## config.mk

```make
export PLATFORM = sky130hd
export DESIGN_NAME = cau_pack
export DESIGN_NICKNAME = d
export VERILOG_FILES = /design/src/rtl/core/cau_pkg.sv /design/src/rtl/core/cau_pack.sv
export SDC_FILE = /design/constraint.sdc
export NUM_CORES = 1
export LEC_CHECK = 0
export BUFFER_PORTS_ARGS = -buffer_cell sky130_fd_sc_hd__buf_4
export CORE_AREA = 8 8 176 178
export CTS_CLUSTER_DIAMETER = 40
export DETAILED_ROUTE_END_ITERATION = 10
export DIE_AREA = 0 0 184 186
export PLACE_DENSITY = 0.78
export SLEW_MARGIN = 25
export SYNTH_ARGS = -nofsm -noshare
export SYNTH_HDL_FRONTEND = slang
export SYNTH_SLANG_ARGS = --single-unit
```

## constraint.sdc

```tcl
create_clock -name clock -period 3.7 [get_ports clock]
set_input_delay 0.74 -clock clock [delete_from_list [all_inputs] [get_ports clock]]
set_output_delay 0.74 -clock clock [all_outputs]
set_load 0.05 [all_outputs]
```

## src/rtl/core/cau_pkg.sv

```systemverilog
// shared types and constants of the complex arithmetic unit
`timescale 1ns / 1ps

package cau_pkg;

   localparam int DEF_FRAC_BITS = 16;
   localparam int WORD_W        = 32;
   localparam int PROD_W        = 64;
   // quotient bits kept by the divider, integer and fraction plus round bit
   localparam int DIV_Q_BITS    = 34;

   localparam logic [WORD_W-1:0] POS_LIM = 32'h7FFF_FFFF;
   localparam logic [WORD_W-1:0] NEG_LIM = 32'h8000_0000;

   typedef enum logic [1:0] {
      KIND_ADD = 2'd0,
      KIND_SUB = 2'd1,
      KIND_MUL = 2'd2,
      KIND_DIV = 2'd3
   } cau_kind_type;

   typedef enum logic [1:0] {
      STATUS_OK   = 2'd0,
      STATUS_SAT  = 2'd1,
      STATUS_DIVZ = 2'd2
   } cau_status_type;

   typedef struct packed {
      cau_kind_type              kind;
      logic signed [WORD_W-1:0]  a_re;
      logic signed [WORD_W-1:0]  a_im;
      logic signed [WORD_W-1:0]  b_re;
      logic signed [WORD_W-1:0]  b_im;
   } req_type;

   typedef struct packed {
      logic signed [WORD_W-1:0]  res_re;
      logic signed [WORD_W-1:0]  res_im;
      cau_status_type            status;
   } rsp_type;

   // sign and magnitude of one result part before scaling
   typedef struct packed {
      logic              neg;
      logic [PROD_W-1:0] mag;
   } lane_type;

   typedef struct packed {
      cau_kind_type      kind;
      logic              dz;
      logic [PROD_W-1:0] den;
      lane_type          re;
      lane_type          im;
   } front_type;

   // partial remainder and shared dividend / quotient register of one divider lane
   typedef struct packed {
      logic [PROD_W-1:0]     rem;
      logic [DIV_Q_BITS-1:0] qn;
      logic                  ovf;
   } dlane_type;

   typedef struct packed {
      front_type f;
      dlane_type re;
      dlane_type im;
   } div_type;

endpackage

```

## src/rtl/core/cau_pack.sv

```systemverilog
// rounding, saturation and status, output register
`timescale 1ns / 1ps

module cau_pack #(
   parameter int FRAC_BITS = cau_pkg::DEF_FRAC_BITS
) (
   input  logic              clock,
   input  logic              reset,
   input  logic              advance,
   input  logic              in_valid,
   input  cau_pkg::div_type  in_data,
   output logic              out_valid,
   output cau_pkg::rsp_type  out_data
);

   localparam int Q  = cau_pkg::DIV_Q_BITS;
   localparam int RB = (FRAC_BITS > 0) ? FRAC_BITS - 1 : 0;

   typedef struct packed {
      logic        neg;
      logic        force_sat;
      logic [63:0] m;
   } rlane_type;

   typedef struct packed {
      logic      divz;
      rlane_type re;
      rlane_type im;
   } rnd_type;

   function automatic rlane_type round_lane(input cau_pkg::cau_kind_type kind,
                                            input cau_pkg::lane_type l,
                                            input cau_pkg::dlane_type d);
      rlane_type r;
      logic      rbit;
      logic [Q-1:0] qr;
      rbit        = (FRAC_BITS > 0) ? l.mag[RB] : 1'b0;
      qr          = (d.qn >> 1) + Q'(d.qn[0]);
      r.neg       = l.neg;
      r.force_sat = 1'b0;
      case (kind)
         cau_pkg::KIND_MUL: r.m = (l.mag >> FRAC_BITS) + 64'(rbit);
         cau_pkg::KIND_DIV: begin
            r.m         = 64'(qr);
            r.force_sat = d.ovf;
         end
         default: r.m = l.mag;
      endcase
      return r;
   endfunction

   // {saturated, value}
   function automatic logic [32:0] sat_lane(input rlane_type r);
      logic [63:0] nm;
      logic [32:0] o;
      nm = 64'd0 - r.m;
      if (!r.neg) begin
         if (r.force_sat || r.m > 64'(cau_pkg::POS_LIM)) o = {1'b1, cau_pkg::POS_LIM};
         else o = {1'b0, r.m[31:0]};
      end else begin
         if (r.force_sat || r.m > 64'(cau_pkg::NEG_LIM)) o = {1'b1, cau_pkg::NEG_LIM};
         else o = {1'b0, nm[31:0]};
      end
      return o;
   endfunction

   rnd_type          r_in, r_ff;
   cau_pkg::rsp_type o_in, o_ff;
   logic             r_valid_ff, o_valid_ff;
   logic [32:0]      sre, sim;

   always_comb begin
      r_in.divz = (in_data.f.kind == cau_pkg::KIND_DIV) && in_data.f.dz;
      r_in.re   = round_lane(in_data.f.kind, in_data.f.re, in_data.re);
      r_in.im   = round_lane(in_data.f.kind, in_data.f.im, in_data.im);
   end

   always_comb begin
      sre = sat_lane(r_ff.re);
      sim = sat_lane(r_ff.im);
      if (r_ff.divz) begin
         o_in.res_re = '0;
         o_in.res_im = '0;
         o_in.status = cau_pkg::STATUS_DIVZ;
      end else begin
         o_in.res_re = sre[31:0];
         o_in.res_im = sim[31:0];
         o_in.status = (sre[32] || sim[32]) ? cau_pkg::STATUS_SAT : cau_pkg::STATUS_OK;
      end
   end

   always_ff @(posedge clock) begin
      if (reset) begin
         r_valid_ff <= 1'b0;
         o_valid_ff <= 1'b0;
      end else if (advance) begin
         r_valid_ff <= in_valid;
         o_valid_ff <= r_valid_ff;
      end
   end

   always_ff @(posedge clock) begin
      if (advance) begin
         r_ff <= r_in;
         o_ff <= o_in;
      end
   end

   assign out_valid = o_valid_ff;
   assign out_data  = o_ff;

   a_divz_zero: assert property (@(posedge clock) disable iff (reset)
      (o_valid_ff && o_ff.status == cau_pkg::STATUS_DIVZ)
      |-> (o_ff.res_re == 32'sd0 && o_ff.res_im == 32'sd0))
      else $error("divide by zero item with nonzero parts");

   a_sat_limit: assert property (@(posedge clock) disable iff (reset)
      (o_valid_ff && o_ff.status == cau_pkg::STATUS_SAT)
      |-> (o_ff.res_re == cau_pkg::POS_LIM || o_ff.res_re == cau_pkg::NEG_LIM ||
           o_ff.res_im == cau_pkg::POS_LIM || o_ff.res_im == cau_pkg::NEG_LIM))
      else $error("saturated status without a part at a limit");

endmodule

```

# After elaboration in Yosys (flattened, before gate mapping)
# Index checks and enable logic that the tools add are counted.
# word_totals
reg_bits	201
latch_bits	0
ramBits	0
mem_bits_ro	0
input_bits	399
output_inout_bits	67
word_cells	39
memories	0
# op_classes
n_addsub	6
multipliers	0
n_div	0
magnitude_cmp	4
eq_ne	2
shifts	0
muxes	9
bitwise	0
n_reduce_logical	6
# ops
cell	n
$pmux 64 s2	2
$mux 33	6
$gt 64x31->1 const B	2
$gt 64x32->1 const B	2
$add 48x1->49	2
$add 33x1->34	2
$sub 1x32->32 const A	2
$logic_or 1x1->1	5
$eq 2x2->1 const B	2
$logic_and 1x1->1	1
$mux 1	1

# Logic depth before layout (Yosys ltp)
# Gate-level depths: netlist (run 1).
# depth
depth_word	6
depth_mapped	10
mapped_depth_nobuf	8

# Worst setup path before layout (run 1)
# OpenSTA, ideal clock, no wires.
# synth_path
path_kind	input to register
from	input port in_data[278] in the netlist's numbering
to	register r_ff[108] in the netlist's numbering, data pin
arrival_time_ns	2.520
slack_ns	0.924
cell_stages	8
n_path_buf	0
cell_sequence	ha_1 > ha_1 > nand2_1 > nor3_2 > nand4_1 > nor4_1 > xor2_1 > a22o_1
# synth_rtl
element	line	source
start, declared	cau_pack.sv:11	input cau_pkg::div_type in_data,
end signal, assigned	cau_pack.sv:104	r_ff <= r_in;
end, declared	cau_pack.sv:67	rnd_type r_in, r_ff;

# Worst setup path after layout (run 1)
# layout_path
from	register r_ff[67] in the netlist's numbering
to	register o_ff (netlist bit out_data[57]), data pin
# layout_between
elab_chain_len	4
# layout_rtl
element	line	source
$gt 64x31->1 / $gt 64x32->1 (equally long branches)	cau_pack.sv:58, cau_pack.sv:61	
$logic_or 1x1->1, on equally long branches	cau_pack.sv:58, cau_pack.sv:61	
$mux 33, on equally long branches	cau_pack.sv:58, cau_pack.sv:61	
$mux 33 (*)	cau_pack.sv:57	if (!r.neg) begin
end signal, assigned	cau_pack.sv:105	o_ff <= o_in;
end, declared	cau_pack.sv:68	cau_pkg::rsp_type o_in, o_ff;
# Mark *: on every way between the ends. The rest lies on a longest branch, timed or not.
# A chain may end at the register's enable or synchronous reset.

==> results.tsv, run 1 <==
metric	value	unit
status	complete, no violations	
rsz0062_at_grt	no	
first_pass_iters	7	
cts_root_buf	clkbuf_16	
power_leakage	6.192	nW
async_flop_share	0	%
crit_top_cell	buf_4	
coreArea	28240	um^2
worst_clock_skew	10.08	ps
numCtsBuffers	27	
power_frac_comb	18.3	%
worstReg2RegStart	r_ff[67]	
p_int	0.004656	W
drt_iter0_drc	1214	
cts_buffer_depth	3	
maxSlewViolCount	0	
ios	466	
synthTopCellsByArea	edfxtp_1 (44%), xnor2_1 (6.3%), xor2_1 (3.4%), nand3_1 (3.2%), nand2_1 (3.2%)	
critical_path_class	register to register	
die_w	184	um
synth_xor_area_share	9.611	%
drc	0	
swShare	29.35	%
timing.final.crit_period	3501	ps
dp_cells	2052	
cp.arrival	3810	ps
drive_gt1_share	22.88	%
cts_resized	0	
max_slew_margin	43.70	%
ys_types	68	
cp.required	4010	ps
dp_hpwl	34570	um
fmax	285.7	MHz
cp_slowest_stage_delay	610	ps
fin_nets	2106	
cts.sinks	201	
synth_area	13580	um^2
post-cts-setup-buffers	0	
slowest_stage	or4b_1	
synth_adder_area_share	0.9215	%
yosysTopAreaCell	edfxtp_1	
vias	12805	
synth-seq-area-share	44.31	%
cts_tree	done	
antenna_left	0	
setup-violations-final	0	
drt-wirelength-per-cell	21.43	um
wl	45130	um
crit_chain	inv_1 -> ha_1 -> nor4b_1 -> nand4_1 -> or4b_1 -> a21boi_1 -> buf_4 -> o21ai_1 -> buf_4 -> a311oi_1	
reg2reg_depth	10	
synth-edff-count	199	
grt_overflow_total	0	
worstSetupEndpointType	register	
worstSetupStartpoint	r_ff[67]	
pwr-share-seq	43.9	%
path_max_fanout	22	
grtUsageTotal	25.24	%
synth_nets	1840	
ys.flop_type	edfxtp_1	
min_path_type	input port to register	
yosys-top-cells-count	edfxtp_1 (199), nand2_1 (114), xnor2_1 (97), nand3_1 (86), nor2_1 (84)	
tightest_slew	844.5	ps
area_growth_syn_to_layout	25.41	%
grt_pass1_wl	68610	um
grt_max_degree	71	
stdcell_count	2106	
hold_viol_final	0	
hp-start	reset	
synthSimpleGateAreaFrac	25.85	%
fp.dieArea	34220	um^2
ys_warn_count	0	
cts_hold_buf	0	
power_density	387.1	nW/um^2
vias_per_cell	6.080	
whs_path_depth	2	
synth.avg_cell_area	9.488	um^2
initial_core_util	48.09	%
clock_latency	530	ps
place.gp.congestion	0.9320	
syn_inst	1431	
fin_setup_tns	0	ps
grt_pass1_vias	12307	
vdd_drop_max	0.3060	mV
fin_crit_sh	94.61	%
synth-seq-cells	201	
port_buffers	273	
cap_violations	0	
fp.dieH	186	um
synth_top_family_by_area	simple AND/OR/NAND/NOR gates	
synth-compound-area-share	12.75	%
post-synth-top-count-cell	edfxtp_1	
clk_pin_slew	60	ps
grt_antenna_before_repair	2	
synth_top_cell_area_share	44.01	%
synthMuxAreaShare	2.663	%
pwr-share-clk	37.8	%
h-tree-depth	1	
std_cell_rows	62	
start_kind	register	
netSwitchingPower	0.001935	W
cell families (layout without fill, tap and decap cells):
group | count (synthesis) | count (layout)
other cells | 0 | 4
mux | 34 | 34
fa+ha+maj | 10 | 10
flops | 201 | 201
xor+xnor | 149 | 149
simple gates | 649 | 649
compound gates | 254 | 254
buf+inv | 134 | 421
per-layer routing:
metal  vias up  wire length, um  global-route usage (%)
li1       6032                -                       -
met1      6023            18780                   33.88
met2       663            20550                   40.25
met3        87             4471                   5.251
met4         0             1331                   8.228
met5         -                0                       0
registers in the layout, indices dropped and copies added, names as in the netlist:
register,count
out_valid,1
r_valid_ff,1
r_ff,133
out_data,66
stage by stage:
| step | utilization (%) | setup WS [ps] | hold WS, ps | instance area [um^2] | power (W) |
|---|---|---|---|---|---|
| 2_1_floorplan | - | 923.6 | 424.4 | 13580 | 0.003527 |
| 3_3_place_gp | 57.13 | 459.9 | 479.0 | 16130 | 0.004100 |
| 3_5_place_dp | 57.13 | 274.7 | 494.1 | 16130 | 0.004124 |
| 4_1_cts | 60.27 | 252.6 | 356.0 | 17020 | 0.006614 |
| 5_1_grt | 60.28 | 132.0 | 359.5 | 17020 | 0.006830 |
| 6_report | 60.30 | 199.5 | 371.8 | 17030 | 0.006591 |
critical path, delay by kind of cell, from the launching register on:
family	cells	cell delay, ps
simple gates	3	1410
buf+inv	3	550
compound gates	3	640
fa+ha+maj	1	200
flops	1	470
layout by cell type, fill, tap and decap left out, types with 11 or more instances in the layout:
master and count:
o21ai_0 53, inv_1 59, a311oi_1 11, xor2_1 52, buf_4 308, clkbuf_16 27, edfxtp_1 199, o22ai_1 19
nand2_1 114, nor2_1 84, nor3_1 79, a31oi_1 16, or3_1 22, nor4_1 62, and3_1 36, nand3_1 86
o221ai_1 17, mux2_2 17, and4_1 31, xnor2_1 97, nor2b_1 21, mux2i_1 17, a21oi_1 53, a221o_1 12
nand4_1 54
layout make-up:
cell class                 count  area [um^2]
tap                          384        480.5
antenna                        4        10.01
sequential                   201         6016
timing repair buffer         311         2366
clock inverter                22        205.2
inverter                      60        225.2
clock buffer                  28        679.4
fill                        2491        11210
multi-input combinational   1096         7046
power by group through the flow:
stage	Sequential (W)	Clock (W)	Combinational, W
finish	0.00289	0.00249	0.00121
global route	0.00291	0.00263	0.00129
detailed placement	0.00293	0	0.00119
CTS	0.00289	0.00253	0.00120
global placement	0.00292	0	0.00118
floorplan	0.00306	0	0.000462
worst paths after layout:
kind	end	slack [ps]
worst max-delay path	out_data[57]	200
worst min-delay path	r_valid_ff	370
worst max register to register	out_data[57]	200
worst min register to register	r_valid_ff	500
Power figures use the tool's default switching activity.
==> run 2, diff against run 1 <==
- CORE_AREA: 8 8 176 178 -> unset
- CORE_MARGIN: unset -> 8
- CORE_UTILIZATION: unset -> 50
- DIE_AREA: 0 0 184 186 -> unset
- HOLD_SLACK_MARGIN: unset -> 0.02
- PLACE_DENSITY: 0.78 -> 0.8
==> results.tsv, run 2 (same netlist as run 1, synthesis figures left out) <==
metric	value	unit	change
coreArea	26800	um^2	was 28240 um^2
worstSetupEndpointType	register		unchanged
cts_hold_buf	0		unchanged
design_area	17090	um^2	was 17030 um^2
initial_core_util	50.66	%	was 48.09%
vdd_drop_max	0.4025	mV	was 0.3060 mV
grt_pass1_vias	12448		was 12307
cp.arrival	3780	ps	was 3810 ps
fmax	287.2	MHz	was 285.7 MHz
setup-violations-final	0		unchanged
port_buffers	273		unchanged
hold_ws	356.3	ps	was 371.8 ps
worst_clock_skew	17.02	ps	was 10.08 ps
cts.sinks	201		unchanged
vias	12929		was 12805
wl	45040	um	was 45130 um
fin_crit_sh	94.09	%	was 94.61%
drc	0		unchanged
start_kind	register		unchanged
cts_buffer_depth	3		unchanged
fp.dieH	180.8	um	was 186 um
drt-wirelength-per-cell	21.81	um	was 21.43 um
placed_area	16090	um^2	was 16130 um^2
drive_gt1_share	22.98	%	was 22.88%
total_power	0.006897	W	was 0.006591 W
maxSlewViolCount	0		unchanged
power_density	403.5	nW/um^2	was 387.1 nW/um^2
timing.final.crit_period	3482	ps	was 3501 ps
place.gp.congestion	0.9393		was 0.9320
tightest_slew	856.2	ps	was 844.5 ps
std_cell_rows	60		was 62
cts_root_buf	clkbuf_16		unchanged
largest_reg_flops	133		unchanged
whs_path_depth	2		unchanged
cap_violations	0		unchanged
worstReg2RegStart	r_ff[66]		was r_ff[67]
dp_hpwl	34750	um	was 34570 um
cts_resized	0		unchanged
grt_pass1_wl	69560	um	was 68610 um
h-tree-depth	1		unchanged
fin_setup_tns	0	ps	unchanged
clock_latency	550	ps	was 530 ps
power_leakage	6.261	nW	was 6.192 nW
first_pass_iters	6		was 7
regMostFlops	r_ff		unchanged
antenna_left	0		unchanged
cts_tree	done		unchanged
post-cts-setup-buffers	0		unchanged
status	complete, no violations		unchanged
holdPathEnd	out_valid		was r_valid_ff
fin_nets	2110		was 2106
rr_endpoint	out_data[56]		was out_data[57]
numCtsBuffers	28		was 27
vias_per_cell	6.261		was 6.080
hp-start	reset		unchanged
cp.required	4000	ps	was 4010 ps
ios	466		unchanged
clk_pin_slew	60	ps	about the same
area_growth_syn_to_layout	25.88	%	was 25.41%
final_cell_mix	buf_4 (312), edfxtp_1 (199), nand2_1 (114)		was buf_4 (308), edfxtp_1 (199), nand2_1 (114)
reg2reg_depth	9		was 10
drt_iter0_drc	1341		was 1214
grt_overflow_total	0		unchanged
critical_path_class	register to register		unchanged
min_path_type	input port to register		unchanged
hold_viol_final	0		unchanged
reg2reg_slack	220	ps	was 200 ps
grt_max_degree	82		was 71
fp.dieArea	32690	um^2	was 34220 um^2
grt_antenna_before_repair	6		was 2
rsz0062_at_grt	no		unchanged
path_max_fanout	22		unchanged
post-route-util	63.78	%	was 60.30%
die_w	180.8	um	was 184 um
layout_commonest_cell	buf_4		unchanged
max_slew_margin	42.92	%	was 43.70%
grtUsageTotal	26.33	%	was 25.24%
[run 2: cell count changes in the layout (fill, tap and decap cells not counted), moves of 2 or more]
cell        previous run  this run
buf_4                308       312
bufinv_16              1         4
clkbuf_1               1         3
clkbuf_16             27        29
clkinv_2               4         2
clkinvlp_4             3         1
diode_2                4         1
inv_8                  4         2
[run 2: layout make-up]
class / instances / area (um^2)
well taps: 341 / 426.7
diodes: 1 / 2.502
inverters: 60 / 225.2
repair buffers: 314 / 2376
flip-flops and latches: 201 / 6016
multi-input cells: 1096 / 7046
clock inverters: 20 / 264.0
fillers: 2272 / 9708
clock buffers: 32 / 737.0
[run 2: per-stage QoR]
step                instances  setup slack (ps)
global route             2065             11.72
floorplan                1431             923.6
CTS                      2064             265.8
detailed placement       2012             277.4
finish                   2065             218.5
global placement         2012             359.9
[run 2: critical path: stages, from the launching register on]
cell and delay [ps]:
edfxtp_1 450, inv_1 90, ha_1 200, nor4b_1 390, nand4_1 330, or4b_1 600
a21boi_1 440, o21ai_1 100, buf_4 240, nor3_1 400
[run 2: per-layer routing]
layer	wire (um)	global-route usage, %	vias up
met3	4348	6.499	103
met5	69	0	-
met4	1150	7.407	10
met2	20710	42.67	665
met1	18770	34.57	6107
li1	-	-	6044
[run 2: how the worst max path moves through the flow]
| stage | startpoint | to | depth (start not counted) |
|---|---|---|---|
| after global placement | r_ff[66] | out_data[56] | 9 |
| after CTS | r_ff[66] | out_data[56] | 9 |
| after global routing | r_ff[66] | out_data[56] | 9 |
| after detailed placement | r_ff[66] | out_data[56] | 9 |
| final | r_ff[66] | out_data[56] | 9 |
| after floorplan | in_data[278] | r_ff[108] | 8 |
[run 2: power breakdown]
group	switching (W)	leakage, nW	internal [W]
registers	0.000143	1.99	0.00274
logic	0.000750	3.79	0.000465
clock network	0.00105	0.485	0.00174
==> run 3, diff against run 2 <==
- CORE_AREA: unset -> 4 4 180 182
- CORE_MARGIN: 8 -> unset
- CORE_UTILIZATION: 50 -> unset
- DIE_AREA: unset -> 0 0 184 186
- PLACE_DENSITY: 0.8 -> 0.72
==> results.tsv, run 3 (same netlist as run 1, synthesis figures left out) <==
metric	value	unit	change
vias_per_cell	6.114		was 6.261
area_growth_syn_to_layout	27.50	%	was 25.88%
fin_crit_sh	92.83	%	was 94.09%
place.gp.congestion	0.9591		was 0.9393
multi_input_area	7046	um^2	unchanged
coreArea	30590	um^2	was 26800 um^2
largest_reg_flops	133		unchanged
holdPathEnd	out_valid		unchanged
cp.arrival	3700	ps	was 3780 ps
path_max_fanout	22		unchanged
cts_root_buf	clkbuf_16		unchanged
cts_tree	done		unchanged
crit_chain	inv_1 -> ha_1 -> nor4b_1 -> nand4_1 -> or4b_1 -> a21boi_1 -> o21ai_1 -> buf_4 -> a311oi_1		was inv_1 -> ha_1 -> nor4b_1 -> nand4_1 -> or4b_1 -> a21boi_1 -> o21ai_1 -> buf_4 -> nor3_1
timing.final.crit_period	3435	ps	was 3482 ps
fp.dieArea	34220	um^2	was 32690 um^2
rsz0062_at_grt	no		unchanged
regMostFlops	r_ff		unchanged
ios	466		unchanged
worstSetupEndpointType	register		unchanged
antennaDiodeCount	0		was 1
reg2reg_slack	270	ps	was 220 ps
maxSlewViolCount	0		unchanged
grt_overflow_total	0		unchanged
worst-path-buf-inv	2		unchanged
numCtsBuffers	34		was 28
die_w	184	um	was 180.8 um
worst_clock_skew	15.72	ps	was 17.02 ps
total_power	0.007200	W	was 0.006897 W
grtUsageTotal	24.89	%	was 26.33%
whs_path_depth	2		unchanged
cts_buffer_depth	3		unchanged
fin_nets	2116		was 2110
cts_hold_buf	0		unchanged
drt_iter0_drc	1426		was 1341
reg2reg_depth	9		unchanged
start_kind	register		unchanged
design_area	17310	um^2	was 17090 um^2
h-tree-depth	2		was 1
grt_max_degree	84		was 82
cts_resized	0		unchanged
std_cell_rows	64		was 60
grt_pass1_vias	11940		was 12448
max_slew_margin	41.86	%	was 42.92%
slowest_stage	or4b_1		unchanged
port_buffers	273		unchanged
cp_num_cells	9		unchanged
crit_family	simple AND/OR/NAND/NOR gates		unchanged
critical_path_class	register to register		unchanged
initial_core_util	44.39	%	was 50.66%
drive_gt1_share	23.40	%	was 22.98%
layout_commonest_cell	buf_4		unchanged
hp-start	reset		unchanged
vias	13004		was 12929
wl	44390	um	was 45040 um
rr_endpoint	out_data[53]		was out_data[56]
fin_setup_tns	0	ps	unchanged
cts.sinks	201		unchanged
power_leakage	6.320	nW	was 6.261 nW
worstReg2RegStart	r_ff[66]		unchanged
fp.dieH	186	um	was 180.8 um
fmax	291.1	MHz	was 287.2 MHz
first_pass_iters	5		was 6
setup-violations-final	0		unchanged
final_cell_mix	buf_4 (310), edfxtp_1 (199), nand2_1 (114)		was buf_4 (312), edfxtp_1 (199), nand2_1 (114)
grt_antenna_before_repair	4		was 6
worstSetupStartpoint	r_ff[66]		unchanged
setup_ws	265.2	ps	was 218.5 ps
min_path_type	input port to register		unchanged
cp_slowest_stage_delay	590	ps	was 600 ps
status	complete, no violations		unchanged
drt-wirelength-per-cell	20.87	um	was 21.81 um
hold_viol_final	0		unchanged
grt_pass1_wl	67450	um	was 69560 um
n_fill_cell	2739		was 2272
dp_hpwl	33740	um	was 34750 um
clock_latency	500	ps	was 550 ps
tightest_slew	870.0	ps	was 856.2 ps
clk_pin_slew	50	ps	was 60 ps
cp.required	3970	ps	was 4000 ps
post-route-util	56.59	%	was 63.78%
post-place-ws	330.0	ps	was 277.4 ps
antenna_left	0		unchanged
drc	0		unchanged
cap_violations	0		unchanged
vdd_drop_max	0.4109	mV	was 0.4025 mV
regArea	6016	um^2	unchanged
placed_area	16180	um^2	was 16090 um^2
power_density	415.9	nW/um^2	was 403.5 nW/um^2
post-cts-setup-buffers	0		unchanged
==> run 3: changes by cell type in the layout (fill, tap and decap cells not counted) <==
cell	previous run	this run
diode_2	1	0
inv_6	3	5
clkinv_1	3	2
bufinv_16	4	3
buf_12	1	3
clkinv_8	3	0
inv_8	2	4
clkbuf_16	29	35
buf_4	312	310
clkinv_4	2	0
clkinvlp_4	1	6
==> run 3: final cells by class <==
cell class / count / area share (%)
Clock buffer: 38 / 5.124
Clock inverter: 22 / 1.395
Inverter: 60 / 1.301
Multi-Input combinational cell: 1096 / 40.70
Sequential cell: 201 / 34.75
Tap cell: 396 / 2.862
Timing Repair Buffer: 314 / 13.87
==> run 3: per-stage QoR <==
step                hold WS [ps]  cells
finish                     414.6   2127
global route               400.4   2127
CTS                        397.0   2127
detailed placement         504.0   2067
global placement           478.3   2067
floorplan                  424.4   1431
==> run 3: how the worst max path moves through the flow <==
| stage | endpoint | slack, ps |
|---|---|---|
| after floorplan | r_ff[108] | 920 |
| after global placement | out_data[57] | 350 |
| after detailed placement | out_data[57] | 330 |
| after CTS | out_data[57] | 320 |
| after global routing | out_data[57] | 20 |
| final | out_data[53] | 270 |
==> run 3: power by group <==
part           internal (W)  leakage (nW)  total (W)  switching [W]
Combinational      0.000468          3.80    0.00121       0.000746
Clock               0.00197         0.536    0.00309        0.00112
Sequential          0.00275          1.99    0.00289       0.000148
Total               0.00519          6.32    0.00720        0.00202
==> run 3: routing by layer <==
metal  track usage, %  share of wire (%)  up-vias  wire, um
met1            36.09                 43     6148     19070
li1                 -                  -     6060         -
met4            5.708                2.3        8      1002
met5                0               0.17        -        74
met3            5.081                 10       95      4451
met2            38.69                 45      693     19790
